--- config.mk ---
export PLATFORM = sky130hd
export DESIGN_NAME = touch_soft_key_detector_flat
export DESIGN_NICKNAME = d
export VERILOG_FILES = /design/src/sv/tskd_pkg.sv /design/src/sv/tskd_req_if.sv /design/src/sv/tskd_rsp_if.sv /design/src/sv/touch_soft_key_detector.sv /design/src/flat_wrapper.sv
export SDC_FILE = /design/constraint.sdc
export NUM_CORES = 1
export LEC_CHECK = 0
export BUFFER_PORTS_ARGS = -buffer_cell sky130_fd_sc_hd__buf_4
export CAP_MARGIN = 20
export CORE_AREA = 2 2 158 198
export DETAILED_ROUTE_END_ITERATION = 10
export DIE_AREA = 0 0 160 200
export PLACE_DENSITY = 0.67
export SYNTH_ARGS = -nofsm -noshare
export SYNTH_HDL_FRONTEND = slang
export SYNTH_SLANG_ARGS = --single-unit
export TNS_END_PERCENT = 100
--- constraint.sdc ---
create_clock -name clock -period 16.88 [get_ports clock]
set_input_delay 0.844 -clock clock [delete_from_list [all_inputs] [get_ports clock]]
set_output_delay 0.844 -clock clock [all_outputs]
set_load 0.005 [all_outputs]
--- src/sv/tskd_pkg.sv ---
`timescale 1ns / 1ps
`default_nettype none

package tskd_pkg;

   // Configuration port geometry.
   localparam int CSR_INDEX_W = 3;
   localparam int CSR_DATA_W  = 34;

   // Register indexes.
   localparam logic [CSR_INDEX_W-1:0] CSR_BUTTON0       = 3'd0;
   localparam logic [CSR_INDEX_W-1:0] CSR_ENABLE_MASK   = 3'd4;
   localparam logic [CSR_INDEX_W-1:0] CSR_CONFIRM_COUNT = 3'd5;

   localparam logic [3:0] CONFIRM_COUNT_RESET = 4'd6;
   localparam logic [3:0] CONFIRM_COUNT_RF    = 4'd1;

   // Hit test and RF correction constants.
   localparam logic [9:0] EDGE_SHRINK  = 10'd2;
   localparam logic [8:0] RF_TOP_Y     = 9'd210;
   localparam logic [9:0] RF_Y_OFFSET  = 10'd40;
   localparam logic [7:0] RF_X_MAX     = 8'd240;
   localparam logic [7:0] RF_DIV_A     = 8'd10;
   localparam logic [7:0] RF_DIV_B     = 8'd70;
   // Reciprocal of ten in 11 fractional bits, exact for all 8-bit values.
   localparam logic [15:0] DIV10_MUL   = 16'd205;

   // Rectangle as packed in a button register.
   typedef struct packed {
      logic [8:0] bottom;
      logic [7:0] right;
      logic [8:0] top;
      logic [7:0] left;
   } button_rect_type;

   typedef enum logic [1:0] {
      PHASE_WAIT    = 2'd0,
      PHASE_CONFIRM = 2'd1,
      PHASE_PRESSED = 2'd2
   } phase_type;

   typedef enum logic [1:0] {
      TP_TRIGGER  = 2'd0,
      TP_PRESSING = 2'd1,
      TP_RELEASE  = 2'd2
   } touch_phase_type;

   typedef enum logic [1:0] {
      EV_NONE    = 2'd0,
      EV_PRESS   = 2'd1,
      EV_RELEASE = 2'd2,
      EV_CANCEL  = 2'd3
   } key_event_type;

   function automatic logic [4:0] div_by_ten(input logic [7:0] v);
      logic [15:0] prod;
      prod = 16'(v) * DIV10_MUL;
      return prod[15:11];
   endfunction

   // Quotient by seventy of a value no larger than 240.
   function automatic logic [1:0] div_by_seventy(input logic [7:0] v);
      logic [1:0] q;
      if (v >= 8'(3 * 70)) begin
         q = 2'd3;
      end else if (v >= 8'(2 * 70)) begin
         q = 2'd2;
      end else if (v >= RF_DIV_B) begin
         q = 2'd1;
      end else begin
         q = 2'd0;
      end
      return q;
   endfunction

endpackage

`default_nettype wire

--- src/sv/tskd_req_if.sv ---
`timescale 1ns / 1ps
`default_nettype none

interface tskd_req_if;
   logic       valid;
   logic       ready;
   logic [7:0] touch_x;
   logic [8:0] touch_y;
   logic       touching;
   logic       rf_active;

   modport source(output valid, output touch_x, output touch_y, output touching,
                  output rf_active, input ready);
   modport sink(input valid, input touch_x, input touch_y, input touching,
                input rf_active, output ready);
endinterface

`default_nettype wire

--- src/sv/tskd_rsp_if.sv ---
`timescale 1ns / 1ps
`default_nettype none

interface tskd_rsp_if;
   logic       valid;
   logic       ready;
   logic [1:0] key_event;
   logic [1:0] key_index;

   modport source(output valid, output key_event, output key_index, input ready);
   modport sink(input valid, input key_event, input key_index, output ready);
endinterface

`default_nettype wire

--- src/sv/touch_soft_key_detector.sv ---
// A word accepted on req_if passes through the input register and then the result
// register before it is presented on rsp_if; a stall on rsp_if holds it there.
// Throughput: one word per cycle while rsp_if keeps up; the hit test and the
// phase update of a sample fit in the single logic stage between the registers.
// Reset (synchronous, active high) returns the phase machine to waiting,
// clears both valid flags and restores every configuration register.
`timescale 1ns / 1ps
`default_nettype none

module touch_soft_key_detector #(
   parameter int NUM_BUTTONS = 4
) (
   input  wire logic                           clock,
   input  wire logic                           reset,
   tskd_req_if.sink                            req_if,
   tskd_rsp_if.source                          rsp_if,
   input  wire logic                           csr_wr_en,
   input  wire logic [tskd_pkg::CSR_INDEX_W-1:0] csr_index,
   input  wire logic [tskd_pkg::CSR_DATA_W-1:0]  csr_wdata
);
   import tskd_pkg::*;

   // ------------------------------------------------------------------
   // Configuration registers. Only NUM_BUTTONS rectangles are kept;
   // writes to the others are dropped, as are writes beyond the list.
   // ------------------------------------------------------------------
   button_rect_type        rect_ff [NUM_BUTTONS];
   logic [NUM_BUTTONS-1:0] enable_mask_ff;
   logic [3:0]             confirm_count_ff;

   always_ff @(posedge clock) begin
      if (reset) begin
         for (int i = 0; i < NUM_BUTTONS; i++) begin
            rect_ff[i] <= '0;
         end
         enable_mask_ff   <= '0;
         confirm_count_ff <= CONFIRM_COUNT_RESET;
      end else if (csr_wr_en) begin
         for (int i = 0; i < NUM_BUTTONS; i++) begin
            if (csr_index == CSR_BUTTON0 + CSR_INDEX_W'(i)) begin
               rect_ff[i] <= csr_wdata;
            end
         end
         if (csr_index == CSR_ENABLE_MASK) begin
            enable_mask_ff <= csr_wdata[NUM_BUTTONS-1:0];
         end
         if (csr_index == CSR_CONFIRM_COUNT) begin
            confirm_count_ff <= csr_wdata[3:0];
         end
      end
   end

   // ------------------------------------------------------------------
   // Handshake. The input register advances whenever the result register
   // is empty or being drained, so words stream in every cycle while rsp_if
   // keeps up. While a finished result waits on rsp_if, an empty input
   // register can still take one word and then holds it.
   // ------------------------------------------------------------------
   logic       in_valid_ff;
   logic [7:0] x_ff;
   logic [8:0] y_ff;
   logic       touching_ff;
   logic       rf_ff;
   logic       rsp_valid_ff;
   logic [1:0] rsp_event_ff;
   logic [1:0] rsp_index_ff;

   logic out_load;
   logic advance;
   logic req_take;

   assign out_load  = !rsp_valid_ff || rsp_if.ready;
   assign advance   = in_valid_ff && out_load;
   assign req_if.ready = !in_valid_ff || out_load;
   assign req_take  = req_if.valid && req_if.ready;

   always_ff @(posedge clock) begin
      if (reset) begin
         in_valid_ff <= 1'b0;
      end else if (req_if.ready) begin
         in_valid_ff <= req_if.valid;
      end
   end

   always_ff @(posedge clock) begin
      if (req_take) begin
         x_ff        <= req_if.touch_x;
         y_ff        <= req_if.touch_y;
         touching_ff <= req_if.touching;
         rf_ff       <= req_if.rf_active;
      end
   end

   // ------------------------------------------------------------------
   // RF correction of y near the bottom edge. The quotients by ten and by
   // seventy are reciprocal multiplies and compares. For x beyond 240 the
   // offset term (240 - x) / 10 truncates to zero up to 249 and to minus
   // one from 250 on, and the threshold term is zero.
   // ------------------------------------------------------------------
   logic       x_in_range;
   logic [7:0] x_gap;
   logic [4:0] x_tenth;
   logic [4:0] gap_tenth;
   logic [1:0] gap_seventieth;
   logic [8:0] rf_threshold;
   logic [9:0] y_shift;
   logic [9:0] y_hit;

   always_comb begin
      x_in_range     = x_ff <= RF_X_MAX;
      x_gap          = x_in_range ? (RF_X_MAX - x_ff) : 8'd0;
      x_tenth        = div_by_ten(x_ff);
      gap_tenth      = div_by_ten(x_gap);
      gap_seventieth = div_by_seventy(x_gap);
      rf_threshold   = 9'(x_tenth) + RF_TOP_Y + 9'(gap_seventieth);

      if (x_in_range) begin
         y_shift = RF_Y_OFFSET + 10'(gap_tenth);
      end else if (x_ff >= RF_X_MAX + RF_DIV_A) begin
         y_shift = RF_Y_OFFSET - 10'd1;
      end else begin
         y_shift = RF_Y_OFFSET;
      end

      if (rf_ff && (y_ff > rf_threshold)) begin
         y_hit = 10'(y_ff) + y_shift;
      end else begin
         y_hit = 10'(y_ff);
      end
   end

   // ------------------------------------------------------------------
   // Hit test: every button is compared in parallel against its rectangle
   // shrunk by two on each side; the lowest enabled match wins. The shrink
   // is applied to the point side of the right and bottom edges so that
   // all terms stay unsigned and a collapsed rectangle simply never hits.
   // ------------------------------------------------------------------
   logic       hit_valid;
   logic [1:0] hit_index;

   always_comb begin
      logic [9:0] x_wide;
      x_wide    = 10'(x_ff);
      hit_valid = 1'b0;
      hit_index = 2'd0;
      for (int i = NUM_BUTTONS - 1; i >= 0; i--) begin
         if (enable_mask_ff[i] &&
             (10'(rect_ff[i].left) + EDGE_SHRINK <= x_wide) &&
             (x_wide + EDGE_SHRINK <= 10'(rect_ff[i].right)) &&
             (10'(rect_ff[i].top) + EDGE_SHRINK <= y_hit) &&
             (y_hit + EDGE_SHRINK <= 10'(rect_ff[i].bottom))) begin
            hit_valid = 1'b1;
            hit_index = 2'(i);
         end
      end
   end

   // ------------------------------------------------------------------
   // Key phase machine: waiting for a press, confirming a candidate, and
   // pressed. A trigger on an enabled button makes it the candidate. The
   // press is confirmed once enough pressing samples land on it (one with
   // RF active). Leaving the button before that drops back to waiting
   // silently; after confirmation, lifting reports a release and sliding
   // off reports a cancel.
   // ------------------------------------------------------------------
   phase_type       phase_ff;
   phase_type       phase_in;
   logic [1:0]      cand_index_ff;
   logic [1:0]      cand_index_in;
   logic [3:0]      press_count_ff;
   logic [3:0]      press_count_in;
   logic            was_touching_ff;
   touch_phase_type touch_phase;
   key_event_type   key_event;
   logic [1:0]      key_index;

   always_ff @(posedge clock) begin
      if (reset) begin
         phase_ff        <= PHASE_WAIT;
         cand_index_ff   <= 2'd0;
         press_count_ff  <= 4'd0;
         was_touching_ff <= 1'b0;
      end else if (advance) begin
         phase_ff        <= phase_in;
         cand_index_ff   <= cand_index_in;
         press_count_ff  <= press_count_in;
         was_touching_ff <= touching_ff;
      end
   end

   always_comb begin
      logic [3:0] need;
      logic [3:0] count_next;
      logic       on_cand;

      need       = rf_ff ? CONFIRM_COUNT_RF : confirm_count_ff;
      count_next = press_count_ff + 4'd1;
      on_cand    = hit_valid && (hit_index == cand_index_ff);

      if (!touching_ff) begin
         touch_phase = TP_RELEASE;
      end else if (was_touching_ff) begin
         touch_phase = TP_PRESSING;
      end else begin
         touch_phase = TP_TRIGGER;
      end

      phase_in       = phase_ff;
      cand_index_in  = cand_index_ff;
      press_count_in = press_count_ff;
      key_event      = EV_NONE;
      key_index      = 2'd0;

      unique case (phase_ff)
         PHASE_CONFIRM: begin
            if (touch_phase == TP_PRESSING) begin
               if (on_cand) begin
                  if (count_next >= need) begin
                     key_event      = EV_PRESS;
                     key_index      = cand_index_ff;
                     press_count_in = 4'd0;
                     phase_in       = PHASE_PRESSED;
                  end else begin
                     press_count_in = count_next;
                  end
               end else begin
                  press_count_in = 4'd0;
                  phase_in       = PHASE_WAIT;
               end
            end else if (touch_phase == TP_TRIGGER) begin
               // A new touch on any enabled button restarts the count on it.
               if (hit_valid) begin
                  cand_index_in  = hit_index;
                  press_count_in = 4'd0;
               end
            end else begin
               press_count_in = 4'd0;
               phase_in       = PHASE_WAIT;
            end
         end
         PHASE_PRESSED: begin
            if (touch_phase == TP_RELEASE) begin
               key_event      = EV_RELEASE;
               key_index      = cand_index_ff;
               press_count_in = 4'd0;
               phase_in       = PHASE_WAIT;
            end else if (!on_cand) begin
               key_event      = EV_CANCEL;
               key_index      = cand_index_ff;
               press_count_in = 4'd0;
               phase_in       = PHASE_WAIT;
            end
         end
         default: begin
            phase_in = PHASE_WAIT;
            if ((touch_phase == TP_TRIGGER) && hit_valid) begin
               cand_index_in  = hit_index;
               press_count_in = 4'd0;
               phase_in       = PHASE_CONFIRM;
            end
         end
      endcase
   end

   // ------------------------------------------------------------------
   // Result register.
   // ------------------------------------------------------------------
   always_ff @(posedge clock) begin
      if (reset) begin
         rsp_valid_ff <= 1'b0;
      end else if (out_load) begin
         rsp_valid_ff <= in_valid_ff;
      end
   end

   always_ff @(posedge clock) begin
      if (advance) begin
         rsp_event_ff <= key_event;
         rsp_index_ff <= key_index;
      end
   end

   assign rsp_if.valid     = rsp_valid_ff;
   assign rsp_if.key_event = rsp_event_ff;
   assign rsp_if.key_index = rsp_index_ff;

endmodule

`default_nettype wire
--- src/flat_wrapper.sv ---
// flat-port wrapper written by rule: the top's interface ports become plain ports
module touch_soft_key_detector_flat import tskd_pkg::*;
#(
   parameter int NUM_BUTTONS = 4
)
  (clock, reset, csr_wr_en, csr_index, csr_wdata, req_if_valid, req_if_touch_x, req_if_touch_y, req_if_touching, req_if_rf_active, req_if_ready, rsp_if_valid, rsp_if_key_event, rsp_if_key_index, rsp_if_ready);
  tskd_req_if req_if_i ();
  tskd_rsp_if rsp_if_i ();
  input  wire logic clock;
  input  wire logic reset;
  input  wire logic csr_wr_en;
  input  wire logic [tskd_pkg::CSR_INDEX_W-1:0] csr_index;
  input  wire logic [tskd_pkg::CSR_DATA_W-1:0] csr_wdata;
  input wire logic [$bits(req_if_i.valid)-1:0] req_if_valid;
  input wire logic [$bits(req_if_i.touch_x)-1:0] req_if_touch_x;
  input wire logic [$bits(req_if_i.touch_y)-1:0] req_if_touch_y;
  input wire logic [$bits(req_if_i.touching)-1:0] req_if_touching;
  input wire logic [$bits(req_if_i.rf_active)-1:0] req_if_rf_active;
  output wire logic [$bits(req_if_i.ready)-1:0] req_if_ready;
  output wire logic [$bits(rsp_if_i.valid)-1:0] rsp_if_valid;
  output wire logic [$bits(rsp_if_i.key_event)-1:0] rsp_if_key_event;
  output wire logic [$bits(rsp_if_i.key_index)-1:0] rsp_if_key_index;
  input wire logic [$bits(rsp_if_i.ready)-1:0] rsp_if_ready;
  assign req_if_i.valid = req_if_valid;
  assign req_if_i.touch_x = req_if_touch_x;
  assign req_if_i.touch_y = req_if_touch_y;
  assign req_if_i.touching = req_if_touching;
  assign req_if_i.rf_active = req_if_rf_active;
  assign req_if_ready = req_if_i.ready;
  assign rsp_if_valid = rsp_if_i.valid;
  assign rsp_if_key_event = rsp_if_i.key_event;
  assign rsp_if_key_index = rsp_if_i.key_index;
  assign rsp_if_i.ready = rsp_if_ready;
  touch_soft_key_detector #(.NUM_BUTTONS(NUM_BUTTONS)) u_core (.clock(clock), .reset(reset), .req_if(req_if_i), .rsp_if(rsp_if_i), .csr_wr_en(csr_wr_en), .csr_index(csr_index), .csr_wdata(csr_wdata));
endmodule
# == Yosys cells after proc, flatten, opt, wreduce, memory -nomap -nowiden ==
# Memories as Yosys holds them, arrays and structs flattened.
# Cells that the tools add are included.
# classes
n_addsub,16
mul,2
order_cmp,23
n_eq_ne,17
n_mux,74
bitwise_logic,5
reduce_logical,34
# ops
operator,n
$mux W34,4
$le A10 B8 Y1,8
$mux W2,26
$add A8 B2 Y9 const B,5
$add A9 B2 Y10 const B,4
$le A10 B10 Y1,4
$le A10 B9 Y1,4
$mux W4,10
$mul A8 B8 Y16 const B,2
$mux W1,26
$ge A8 B8 Y1 const B,3
$logic_and A1 B1 Y1,21
$mux W10,2
$pmux W2 S2,4
$add A10 B2 Y10 const B,1
$add A9 B10 Y10,1
$add A5 B8 Y9 const B,1
$add A9 B2 Y9,1
$gt A9 B9 Y1,1
$ge A8 B7 Y1 const B,1
$le A8 B8 Y1 const B,1
$mux W8,1
$pmux W4 S2,1
$reduce_and A4 Y1,2
other kinds (26),37
# word_totals
ff_bits,42
ramBits,136
out_inout_bits,6
wordCells,186
mem_count,1
# memory_table
name,words,width,read_ports,rd_clocked_by_memory_dff,write_ports,line,source
u_core.rect_ff,4,34,4,0,4,touch_soft_key_detector.sv:27,button_rect_type rect_ff [NUM_BUTTONS];

# == Depth between registers and ports, before layout ==
# Gate-level depths: netlist of run 1.
# logic_depth
depth_word,22
depth_mapped,47
ltp_nobuf,47

# == Worst setup path after synthesis of run 1 ==
# OpenSTA, ideal clock, no wires.
# synth_timing
path_kind,reg2reg
startpoint,reg u_core.x_ff[1]
endpoint,reg u_core.rsp_index_ff[0] (netlist: u_core.rsp_if.key_index[0]) (data pin)
t_arrival_ns,9.480
t_required_ns,16.619
slack_ns,7.139
path_stages_with_launch,45
n_path_buf,1
path_cell_list,edfxtp_1 -> inv_1 -> ha_1 -> nor2b_1 -> nand2_1 -> nand2_1 -> nand2_1 -> and3_1 -> o21ai_0 -> inv_1 -> ha_1 -> inv_1 -> fa_1 -> fa_1 -> ha_1 -> ha_1 -> and3_1 -> a21oi_1 -> [9 not listed] -> or3b_1 -> a211oi_1 -> o21ba_1 -> a211oi_1 -> a41o_1 -> nand2_1 -> xnor2_1 -> ha_1 -> a22o_1 -> nor4_1 -> o221ai_1 -> o211ai_1 -> nand4_1 -> o21ai_1 -> nand3_1 -> a211oi_4 -> mux2i_1 -> nor3b_1
# synth_between
elab_chain_len,22
word_cells_on_any_way,70
cone_classes,7 x add/sub; 2 x mul; 22 x order compare; 1 x eq/ne; 20 x mux; 18 x reduce/logical
# synth_rtl
element,line,source
start: declaration,touch_soft_key_detector.sv:60,logic [7:0] x_ff;
start signal: assignment,touch_soft_key_detector.sv:87,x_ff <= req_if.touch_x;
branches (longest 18 deep; another with $mul A8 B8 Y16),--,
$logic_and A1 B1 Y1 (*),touch_soft_key_detector.sv:198,on_cand = hit_valid && (hit_index == cand_index_ff);
$mux W2 (on tied branches),"touch_soft_key_detector.sv:247, touch_soft_key_detector.sv:217",
$mux W2 (on tied branches),"touch_soft_key_detector.sv:242, touch_soft_key_detector.sv:216",
$pmux W2 S2 (*),touch_soft_key_detector.sv:214,unique case (phase_ff)
via u_core.key_index[0],touch_soft_key_detector.sv:175,logic [1:0] key_index;
end signal: assignment,touch_soft_key_detector.sv:279,rsp_index_ff <= key_index;
end: declaration,touch_soft_key_detector.sv:66,logic [1:0] rsp_index_ff;
# Mark *: on every way through the listed nets, which the timed path passes.
# A chain may end at the register's enable or synchronous reset.

# == Final worst setup path of run 1 ==
# layout_timing
startpoint,reg u_core.x_ff[0]
endpoint,reg u_core.rsp_index_ff[1] (netlist: u_core.rsp_if.key_index[1]) (data pin)
# Same word-level chain as after synthesis.

==> results of run 1 <==
-- per-layer routing --
metal  vias up  global-route usage  share of wire
li1       5375                   -              -
met1      5136              0.2797           0.42
met2       227              0.4198           0.50
met3        69             0.02686          0.035
met4         0              0.1094          0.040
met5         -                   0              0
-- power by group through the flow --
stage | logic, mW | registers [mW] | clock network (mW)
6_report | 0.845 | 0.527 | 0.434
5_1_grt | 0.960 | 0.530 | 0.455
4_1_cts | 0.844 | 0.527 | 0.438
3_5_place_dp | 0.833 | 0.537 | 0
3_3_place_gp | 0.811 | 0.536 | 0
2_1_floorplan | 0.617 | 0.529 | 0
-- how the worst max path moves through the flow --
stage,startpoint,to,slack (ns),cells past startpoint
floorplan,u_core.x_ff[1],u_core.rsp_if.key_index[0],7.14,44
global placement,u_core.x_ff[0],u_core.rsp_if.key_index[1],5.64,40
detailed placement,u_core.x_ff[0],u_core.rsp_if.key_index[1],5.33,41
CTS,u_core.x_ff[0],u_core.rsp_if.key_index[1],5.27,41
global route,u_core.x_ff[0],u_core.rsp_if.key_index[1],4.28,41
finish,u_core.x_ff[0],u_core.rsp_if.key_index[1],5.16,41
-- Yosys cell counts, types with 5 or more instances --
master,n
nand4_1,34
nand3_1,50
o21bai_1,6
mux2i_1,16
and3_1,18
a31oi_1,5
or2_2,8
o21ai_0,27
ha_1,274
and2_1,144
o21a_1,12
o211ai_1,12
o21ai_1,5
a211oi_1,15
nor2_1,66
nor2b_1,23
a21oi_1,67
nand2_1,83
and4_1,7
clkbuf_1,17
inv_1,177
fa_1,22
xnor2_1,57
o221ai_1,5
edfxtp_1,159
nand2b_1,12
xor2_1,30
o2111ai_1,6
dfxtp_1,19
nor3_1,21
a21o_1,15
-- cells by family after synthesis --
| kind of cell | after synthesis | share of synthesized area |
|---|---|---|
| adder cells (fa/ha/maj) | 296 | 0.2610 |
| multiplexers | 19 | 0.01325 |
| buffers and inverters | 198 | 0.05047 |
| flip-flops | 178 | 0.3477 |
| XOR/XNOR | 87 | 0.05140 |
| AO/OA/AOI/OAI | 217 | 0.1005 |
| AND/OR/NAND/NOR | 481 | 0.1757 |
-- through the flow --
step / hold slack, ns / power [mW] / utilization
global placement: 0.4655 / 1.347 / 0.5267
CTS: 0.4865 / 1.808 / 0.5477
global route: 0.5058 / 1.945 / 0.5486
finish: 0.4913 / 1.806 / 0.5486
detailed placement: 0.4766 / 1.369 / 0.5267
floorplan: 0.4457 / 1.147 / -
-- state kept, by name (all words and copies together), names as in the netlist --
register and count:
u_core.rect_ff 136, u_core.y_ff 9, u_core.x_ff 8, u_core.confirm_count_ff 4, u_core.enable_mask_ff 4, u_core.press_count_ff 4, u_core.cand_index_ff 2, u_core.phase_ff 2
u_core.rsp_if.key_event 2, u_core.rsp_if.key_index 2, u_core.in_valid_ff 1, u_core.rf_ff 1, u_core.rsp_if.valid 1, u_core.touching_ff 1, u_core.was_touching_ff 1
-- worst register-to-register path: cells and delay by family (launching register included) --
| kind | cells | cell delay [ns] |
|---|---|---|
| AO/OA/AOI/OAI | 15 | 4.47 |
| AND/OR/NAND/NOR | 9 | 1.33 |
| multiplexers | 1 | 0.29 |
| adder cells (fa/ha/maj) | 9 | 3.41 |
| buffers and inverters | 4 | 0.49 |
| XOR/XNOR | 3 | 0.77 |
| flip-flops | 1 | 0.69 |
-- placed cells by master, fill, tap and decap left out, types with 16 or more instances in the layout --
cell,n
and3_1,18
a21oi_1,67
ha_1,274
dfxtp_1,19
clkbuf_16,17
nor3_1,19
o21ai_0,27
nand4_1,34
inv_1,177
edfxtp_1,159
xnor2_1,57
fa_1,22
mux2i_1,16
nor2_1,65
nor2b_1,23
nand3_1,50
and2_1,144
buf_4,73
xor2_1,30
nand2_1,83
-- final cells by class --
cell class	count	area [um2]
Fill cell	2702	13550
Multi-Input combinational cell	1100	8945
Sequential cell	178	5155
Inverter	177	664.4
Timing Repair Buffer	74	575.6
Tap cell	401	501.7
Clock buffer	19	432.9
Clock inverter	13	197.7
==> results.md, run 1 <==
- RePlAce Congestion: 0.9490
- Final Setup Violations: 0
- Detailed-route DRC error count: 0
- Final hold vios: 0
- First-pass GRT wire length: 57.62 mm
- Worst hold path stage count: 2
- Vias per inst: 5.508
- PwrDens: 109.7 nW/um2
- R2r endpoint: u_core.rsp_if.key_index[1]
- Pint: 1.115 mW
- Net Switching: 0.6910 mW
- First-pass DRT Iterations: 4
- Status: finished clean
- Synth Flop Type: edfxtp_1
- Core Region: 30030 um2
- IO buf count: 66
- Clk slew on worst S/H paths: 0.07 ns
- Setup Buffers After CTS: 0
- Synthesized area: 14830 um2
- Pre-CTS setup slack: 5.333 ns
- Post-synth top area share: 0.3221
- Wire length per cell: 18.40 um
- H-tree Lvls: 4
- Clock Power Share: 0.240
- Switching Share: 0.3826
- Async SR Flop Fraction: 0
- Cts repair resizes: 0
- Slew Viols, Final: 0
- Startpoint Class: flip-flop
- Slew HR: 0.2332
- CTS Hold Buffers Added: 0
- Detail Placement HPWL: 28.33 mm
- Total wire length: 36.11 mm
- Setup TNS: 0 ns
- Peak supply drop: 0.00006407 V
- Starting Density: 0.4937
- Final ANT Viol Nets: 0
- Largest stage delay, worst path: 0.85 ns
- Sequential element share of the synthesized area: 0.3477
- Ports: 67
- Crit Path Class: flip-flop to flip-flop
- Antenna cell count: 0
- Hold Path Class: flip-flop to flip-flop
- Crit path max-delay family: compound AO/OA/AOI/OAI gates
- Worst hold path startpoint: u_core.phase_ff[0]
- CP Capture Type: flip-flop
- Cell taking the most area after synthesis: edfxtp_1
- CTS tree: built
- Root Buffer: clkbuf_16
- CTS Buf Count: 17
- Row Count: 71
- Post-route worst setup slack: 5.160 ns
- #FFs+latches synth: 178
- Die area: 32000 um2
- Crit path max fanout: 14
- Reg-to-reg startpoint: u_core.x_ff[0]
- Pleak: 7.477 nW
- Chip width: 160 um
- Overall routing resource usage: 0.2329
- Reg2Reg Depth: 41
- Syn_nets: 1833
- Share of cells above drive strength 1: 0.08200
- Vias: 10.81k
- Number of global-route vias before repair: 10.99k
- Most frequent CP cell: ha_1
- Hold Crit Endpoint: u_core.phase_ff[0]
- Bufs and invs on worst path: 4
- Largest net degree at the start of global routing: 35
- EDFF count, synth: 159
- Yosys cell types: 72
- Layout overhead on the synthesized area: 11.11%
- CTS Buffer Depth: 2
- Sequential share of power: 0.292
- DRT iter0 DRCs: 593
- Largest cells by area after synthesis: edfxtp_1 (32%), ha_1 (23%), and2_1 (6.1%), inv_1 (4.5%), xnor2_1 (3.4%)
- Fin cells: 1962
- Antenna violations before repair: 0
- Final setup skew: 0.01101 ns
- Die Y: 200 um
- Unrepaired setup endpoints after global routing: no
- Placed cells: 1929
- Comb pwr share: 0.468
- Gr ovfl total: 0
- Yosys warns: 0
- Synth Area per Inst: 10.04 um2
- Fin crit share: 0.6943
- Reg2reg setup slack: 5.16 ns
- Achievable Freq: 0.08533 GHz
- Worst-Margin Slew: 1.150 ns
- WP data arrival: 11.91 ns
- Design Area, Final: 16470 um2
- Max_cap viols: 0
- Clk sinks: 178
- Post-DP Area: 15810 um2
- Post-Synthesis Cells: 1476
- Slowest cell on crit path: a21oi_1
- Nets: 1905
- Critical path required time: 17.07 ns
- Minimum clock period: 11.72 ns
- Worst-Skew Late Latency: 0.45 ns
Power figures use the tool's default switching activity.
==> run 2: changes to the inputs <==
--- a/config.mk
+++ b/config.mk
@@ -10,7 +10,7 @@
 export CORE_AREA = 2 2 158 198
 export DETAILED_ROUTE_END_ITERATION = 10
 export DIE_AREA = 0 0 160 200
-export PLACE_DENSITY = 0.67
+export PLACE_DENSITY = 0.7
 export SYNTH_ARGS = -nofsm -noshare
 export SYNTH_HDL_FRONTEND = slang
 export SYNTH_SLANG_ARGS = --single-unit
==> constraint.sdc (replaced) <==
create_clock -name clock -period 10.6 [get_ports clock]
set_input_delay 0.53 -clock clock [delete_from_list [all_inputs] [get_ports clock]]
set_output_delay 0.53 -clock clock [all_outputs]
set_load 0.005 [all_outputs]
==> results.md, run 2 (same netlist as run 1, synthesis figures left out) <==
- Top routing layer in use: met4
- CTS Buffer Depth: 2 (unchanged)
- Crit Path Class: flip-flop to flip-flop
- Clk sinks: 178 (unchanged)
- Overall routing resource usage: 0.2306 (-0.002247)
- Minimum clock period: 10.05 ns (-1.670 ns)
- Final ANT Viol Nets: 0 (unchanged)
- Comb pwr share: 0.486 (+0.018)
- Total Power: 2.899 mW (+61%)
- DRT iter0 DRCs: 632 (+6.6%)
- Top Registers: u_core.rect_ff x136, u_core.y_ff x9, u_core.x_ff x8
- Worst-Margin Slew: 0.6596 ns (-0.4906 ns)
- Reg2reg setup slack: 0.55 ns (-4.61 ns)
- Starting Density: 0.4937 (unchanged)
- Worst hold path startpoint: req_if_touch_y[1]
- Reg2Reg Depth: 47 (+15%)
- Worst hold path stage count: 1 (-1)
- Worst hold slack: 0.2500 ns (-0.2412 ns)
- Routed met3 length: 933 um (-25%)
- Ports: 67 (unchanged)
- CTS Hold Buffers Added: 0 (unchanged)
- Net Switching: 1.108 mW (+60%)
- Startpoint Class: flip-flop
- Worst-Skew Late Latency: 0.45 ns (about the same)
- Fin crit share: 0.9481 (+0.2538)
- WP data arrival: 10.24 ns (-1.67 ns)
- Detail Placement HPWL: 28.01 mm (-1.1%)
- Pint: 1.791 mW (+61%)
- H-tree Lvls: 4 (unchanged)
- Peak supply drop: 0.00008543 V (+33%)
- Number of global-route vias before repair: 11.00k (+0.10%)
- IO buf count: 66 (unchanged)
- Wire length per cell: 18.10 um (-1.7%)
- Hold Path Class: primary input to flip-flop
- Switching Share: 0.3822 (-0.0003995)
- Sequential share of power: 0.289 (-0.003)
- Final setup skew: 0.009811 ns (-0.001198 ns)
- Total wire length: 36.16 mm (+0.14%)
- PwrDens: 172.4 nW/um2 (+57%)
- Placed cells: 1947 (+0.93%)
- Largest stage delay, worst path: 0.54 ns (-0.31 ns)
- Max_cap viols: 0 (unchanged)
- RePlAce Congestion: 0.9189 (-3.2%)
- Die Y: 200 um (unchanged)
- Max FFs per register: 136 (unchanged)
- Clock Power Share: 0.225 (-0.015)
- Hold Crit Endpoint: u_core.y_ff[1]
- Final Setup Violations: 0 (unchanged)
- Vias per inst: 5.441 (-1.2%)
- CTS tree: built
- Commonest non-fill, non-tap cells in the layout: ha_1 (272), inv_1 (174), edfxtp_1 (159), and2_1 (144), buf_4 (108)
- Share of cells above drive strength 1: 0.1146 (+0.03259)
- First-pass DRT Iterations: 5 (+1)
- Antenna violations before repair: 0 (unchanged)
- Root Buffer: clkbuf_16
- Clk slew on worst S/H paths: 0.07 ns (about the same)
- Core Region: 30030 um2 (unchanged)
- Pleak: 7.656 nW (+2.4%)
- Slew HR: 0.5593 (+0.3262)
- Fin cells: 1998 (+1.8%)
- Row Count: 71 (unchanged)
- CTS Buf Count: 17 (unchanged)
- R2r endpoint: u_core.rsp_if.key_index[1]
- Vias: 10.87k (+0.59%)
- Antenna cell count: 0 (unchanged)
- Commonest non-fill, non-tap cell in the layout: ha_1
- Final hold vios: 0 (unchanged)
- Final core occ: 0.5601 (+0.01150)
- Crit path max fanout: 9 (-5)
- Critical path required time: 10.79 ns (-6.28 ns)
- Slew Viols, Final: 0 (unchanged)
- Largest Register: u_core.rect_ff
- Setup TNS: 0 ns (unchanged)
- WL met2: 18.53 mm (+1.9%)
- Chip width: 160 um (unchanged)
- Most frequent CP cell: ha_1
- Die area: 32000 um2 (unchanged)
- Achievable Freq: 0.09950 GHz (+17%)
- Gr ovfl total: 0 (unchanged)
- Nets: 1941 (+1.9%)
- Met1 WL: 15.43 mm (+1.3%)
- Detailed-route DRC error count: 0 (unchanged)
- Slowest cell on crit path: fa_1
- Status: finished clean
- Layout overhead on the synthesized area: 13.44%
- First-pass GRT wire length: 57.08 mm (-0.95%)
- CP Capture Type: flip-flop
- Reg-to-reg startpoint: u_core.x_ff[2]
- Largest net degree at the start of global routing: 35 (unchanged)
[run 2: changes by cell type in the layout (fill, tap and decap cells not counted), moves of 3 or more]
| cell | before | now |
|---|---|---|
| inv_1 | 177 | 174 |
| a21oi_2 | 0 | 3 |
| xnor2_1 | 57 | 54 |
| buf_4 | 73 | 108 |
| xnor2_2 | 0 | 3 |
| a21oi_1 | 67 | 64 |
[run 2: worst max-delay path: cells and delay by family, from the launching register on]
kind	cells	cell delay, ns
AOI/OAI and AO/OA	17	3.14
buffers and inverters	6	0.65
xor gates and xnor gates	3	0.60
DFF	1	0.48
adders and majority gates	10	2.96
muxes	2	0.63
and+or+nand+nor	9	1.29
[run 2: cell type report]
type | count | area, um2
Tap cell | 401 | 501.7
Clock inverter | 13 | 158.9
Inverter | 177 | 666.9
Clock buffer | 19 | 432.9
Multi-Input combinational cell | 1100 | 9044
Fill cell | 2714 | 13210
Timing Repair Buffer | 110 | 858.3
Sequential cell | 178 | 5155
[run 2: metrics by stage]
stage,instance area (um2),setup WS (ns)
after floorplan,14830,0.8588
after global placement,15940,0.3183
after detailed placement,15940,0.1000
after CTS,16540,0.04139
after global routing,16820,-0.08311
final,16820,0.5501
[run 2: how the worst max path moves through the flow]
| stage | from | endpoint | slack, ns |
|---|---|---|---|
| 6_report | u_core.x_ff[2] | u_core.rsp_if.key_index[1] | 0.55 |
| 2_1_floorplan | u_core.x_ff[1] | u_core.rsp_if.key_index[0] | 0.86 |
| 5_1_grt | u_core.x_ff[4] | u_core.rsp_if.key_index[0] | -0.08 |
| 4_1_cts | u_core.x_ff[2] | u_core.rsp_if.key_index[1] | 0.04 |
| 3_3_place_gp | u_core.x_ff[2] | u_core.rsp_if.key_index[0] | 0.32 |
| 3_5_place_dp | u_core.x_ff[2] | u_core.rsp_if.key_index[1] | 0.10 |
[run 2: power groups by stage]
stage / registers (mW) / logic [mW] / clock network [mW]
2_1_floorplan: 0.843 / 0.983 / 0
6_report: 0.837 / 1.41 / 0.652
3_5_place_dp: 0.853 / 1.34 / 0
3_3_place_gp: 0.851 / 1.31 / 0
5_1_grt: 0.841 / 1.61 / 0.689
4_1_cts: 0.837 / 1.36 / 0.660
[run 2: timing repair]
item                                    in CTS  in global routing
resized for setup                            0                 23
endpoints found under the setup margin       0                 11
buffers inserted                             0                 17
[run 2: per-layer routing]
metal	track usage	vias to the layer above
met5	0	-
met4	0.1028	0
met3	0.02603	67
met2	0.4225	171
met1	0.2739	5191
li1	-	5442
==> run 3: changes to the inputs <==
==> constraint.sdc (replaced) <==
create_clock -name clock -period 8.55 [get_ports clock]
set_input_delay 0.4275 -clock clock [delete_from_list [all_inputs] [get_ports clock]]
set_output_delay 0.4275 -clock clock [all_outputs]
set_load 0.005 [all_outputs]
==> results.md, run 3 (same netlist as run 1, synthesis figures left out) <==
- Status: finished, violations left
- Failing checks: negative setup slack
- Total wire length: 38.85 mm (+7.4%)
- Post-route worst setup slack: -0.6831 ns (-1.233 ns)
- Starting Density: 0.4937 (unchanged)
- Detailed-route DRC error count: 0 (unchanged)
- Peak supply drop: 0.0001523 V (+78%)
- Reg-to-reg startpoint: u_core.x_ff[4]
- Reg2reg setup slack: -0.68 ns (-1.23 ns)
- Root Buffer: clkbuf_16
- Largest Register: u_core.rect_ff
- Max_cap viols: 0 (unchanged)
- Critical path required time: 8.91 ns (-1.88 ns)
- First-pass DRT Iterations: 5 (unchanged)
- First-pass GRT wire length: 61.80 mm (+8.3%)
- DRT iter0 DRCs: 603 (-4.6%)
- Final Setup Violations: 12 (+12)
- Row Count: 71 (unchanged)
- Final setup skew: 0.01297 ns (+0.003163 ns)
- Largest net degree at the start of global routing: 35 (unchanged)
- Clk sinks: 178 (unchanged)
- Setup crit end: u_core.press_count_ff[1]
- Crit path max fanout: 4 (-5)
- Worst-Skew Late Latency: 0.46 ns (about the same)
- Die Y: 200 um (unchanged)
- Final ANT Viol Nets: 0 (unchanged)
- Die area: 32000 um2 (unchanged)
- Slew HR: 0.2520 (-0.3073)
- Post-DP Area: 17130 um2 (+7.4%)
- Total Power: 4.077 mW (+41%)
- Reg2Reg Depth: 44 (-6.4%)
- Antenna cell count: 0 (unchanged)
- CTS Buf Count: 17 (unchanged)
- Startpoint Class: flip-flop
- Share of cells above drive strength 1: 0.2348 (+0.1202)
- Achievable Freq: 0.1083 GHz (+8.8%)
- Fin crit share: 1.080 (+0.1318)
- Largest stage delay, worst path: 0.53 ns (about the same)
- Final core occ: 0.6151 (+0.05496)
- Pre-CTS setup slack: -1.197 ns (-1.297 ns)
- Max FFs per register: 136 (unchanged)
- H-tree Lvls: 4 (unchanged)
- Ports: 67 (unchanged)
- Minimum clock period: 9.233 ns (-0.8169 ns)
- Commonest non-fill, non-tap cells in the layout: buf_4 (256), ha_1 (251), inv_1 (167), edfxtp_1 (159), and2_1 (143)
- Final hold vios: 0 (unchanged)
- CTS tree: built
- Slew Viols, Final: 0 (unchanged)
- Antenna violations before repair: 0 (unchanged)
- Overall routing resource usage: 0.2493 (+0.01871)
- Commonest non-fill, non-tap cell in the layout: buf_4
- Top Registers: u_core.rect_ff x136, u_core.y_ff x9, u_core.x_ff x8
- CTS Hold Buffers Added: 0 (unchanged)
- Crit Path Class: flip-flop to flip-flop
- Layout overhead on the synthesized area: 24.57%
- CTS Buffer Depth: 2 (unchanged)
- Bufs and invs on worst path: 7 (+1)
- Crit path from: u_core.x_ff[4]
- Number of global-route vias before repair: 12.12k (+10%)
- IO buf count: 66 (unchanged)
- Nets: 2099 (+8.1%)
- Critical Path Stages: 44 (-6.4%)
- Fin cells: 2156 (+7.9%)
- Hold Path Class: primary input to flip-flop
- Chip width: 160 um (unchanged)
- Vias: 11.70k (+7.6%)
- R2r endpoint: u_core.press_count_ff[1]
- Placed cells: 2083 (+7.0%)
- Clk slew on worst S/H paths: 0.07 ns (about the same)
- PwrDens: 220.7 nW/um2 (+28%)
- Worst-Margin Slew: 1.122 ns (+0.4623 ns)
- Gr ovfl total: 0 (unchanged)
- Area used by multi-input combinational logic: 9502 um2 (+5.1%)
- CP Capture Type: flip-flop
- Crit path max-delay family: compound AO/OA/AOI/OAI gates
- RePlAce Congestion: 0.9444 (+2.8%)
- Slowest cell on crit path: fa_1
- Pleak: 8.466 nW (+11%)
- Unrepaired setup endpoints after global routing: yes
- Layout fillers: 2459 (-9.4%)
- WP data arrival: 9.59 ns (-0.65 ns)
- Register area: 5155 um2 (unchanged)
- Wire length per cell: 18.02 um (-0.43%)
- Design Area, Final: 18470 um2 (+9.8%)
- Detail Placement HPWL: 29.46 mm (+5.2%)
- Most frequent CP cell: ha_1
- Vias per inst: 5.428 (-0.24%)
- Core Region: 30030 um2 (unchanged)
run 3: cell types whose count changed in the layout (fill, tap and decap cells not counted), moves of 8 or more:
cell     change
a21oi_1      -8
buf_4      +148
buf_6       +11
ha_1        -21
ha_4        +17
run 3: layout make-up:
type                            count  share of cell area
Clock buffer                       23             0.02710
Clock inverter                      9            0.003726
Inverter                          177             0.03611
Multi-Input combinational cell   1100              0.5145
Sequential cell                   178              0.2791
Tap cell                          401             0.02717
Timing Repair Buffer              268              0.1123
run 3: how the worst min path moves through the flow:
stage / startpoint / to / slack (ns) / cells after the start
2_1_floorplan: u_core.confirm_count_ff[1] / u_core.confirm_count_ff[1] / 0.45 / 2
3_3_place_gp: u_core.confirm_count_ff[2] / u_core.confirm_count_ff[2] / 0.46 / 2
3_5_place_dp: u_core.confirm_count_ff[1] / u_core.confirm_count_ff[1] / 0.47 / 2
4_1_cts: req_if_touching / u_core.touching_ff / 0.12 / 1
5_1_grt: req_if_rf_active / u_core.rf_ff / 0.12 / 1
6_report: req_if_rf_active / u_core.rf_ff / 0.14 / 1
run 3: worst reg2reg max path: cells and delay by family (launching register included):
family,cells,cell delay [ns]
adder cells (fa/ha/maj),9,2.77
AND/OR/NAND/NOR,9,1.42
AO/OA/AOI/OAI,16,3.20
XOR/XNOR,3,0.52
buffers and inverters,7,0.76
flip-flops,1,0.48
run 3: metrics by stage:
stage               hold slack, ns  setup TNS (ns)
floorplan                   0.4457          -4.361
global placement            0.4627          -9.257
detailed placement          0.4674          -12.03
CTS                         0.1234          -4.170
global route                0.1190          -12.71
finish                      0.1359          -6.657
run 3: report_power, final:
part	switching, mW	internal, mW
registers	0.0391	1.00
clock network	0.344	0.417
logic	1.16	1.12
run 3: what timing repair did:
| action | in CTS | in global routing |
|---|---|---|
| cloned | 0 | 0 |
| endpoints found under the setup margin | 12 | 12 |
| pin swaps | 62 | 45 |
| gates resized for setup | 60 | 27 |
| setup buffers | 25 | 15 |
run 3: routing by layer:
layer	up-vias	wire length, um	GRT usage
met3	96	1260	0.03616
met4	0	1734	0.1311
met1	5597	15550	0.2767
met5	-	0	0
met2	246	20300	0.4646
li1	5763	-	-
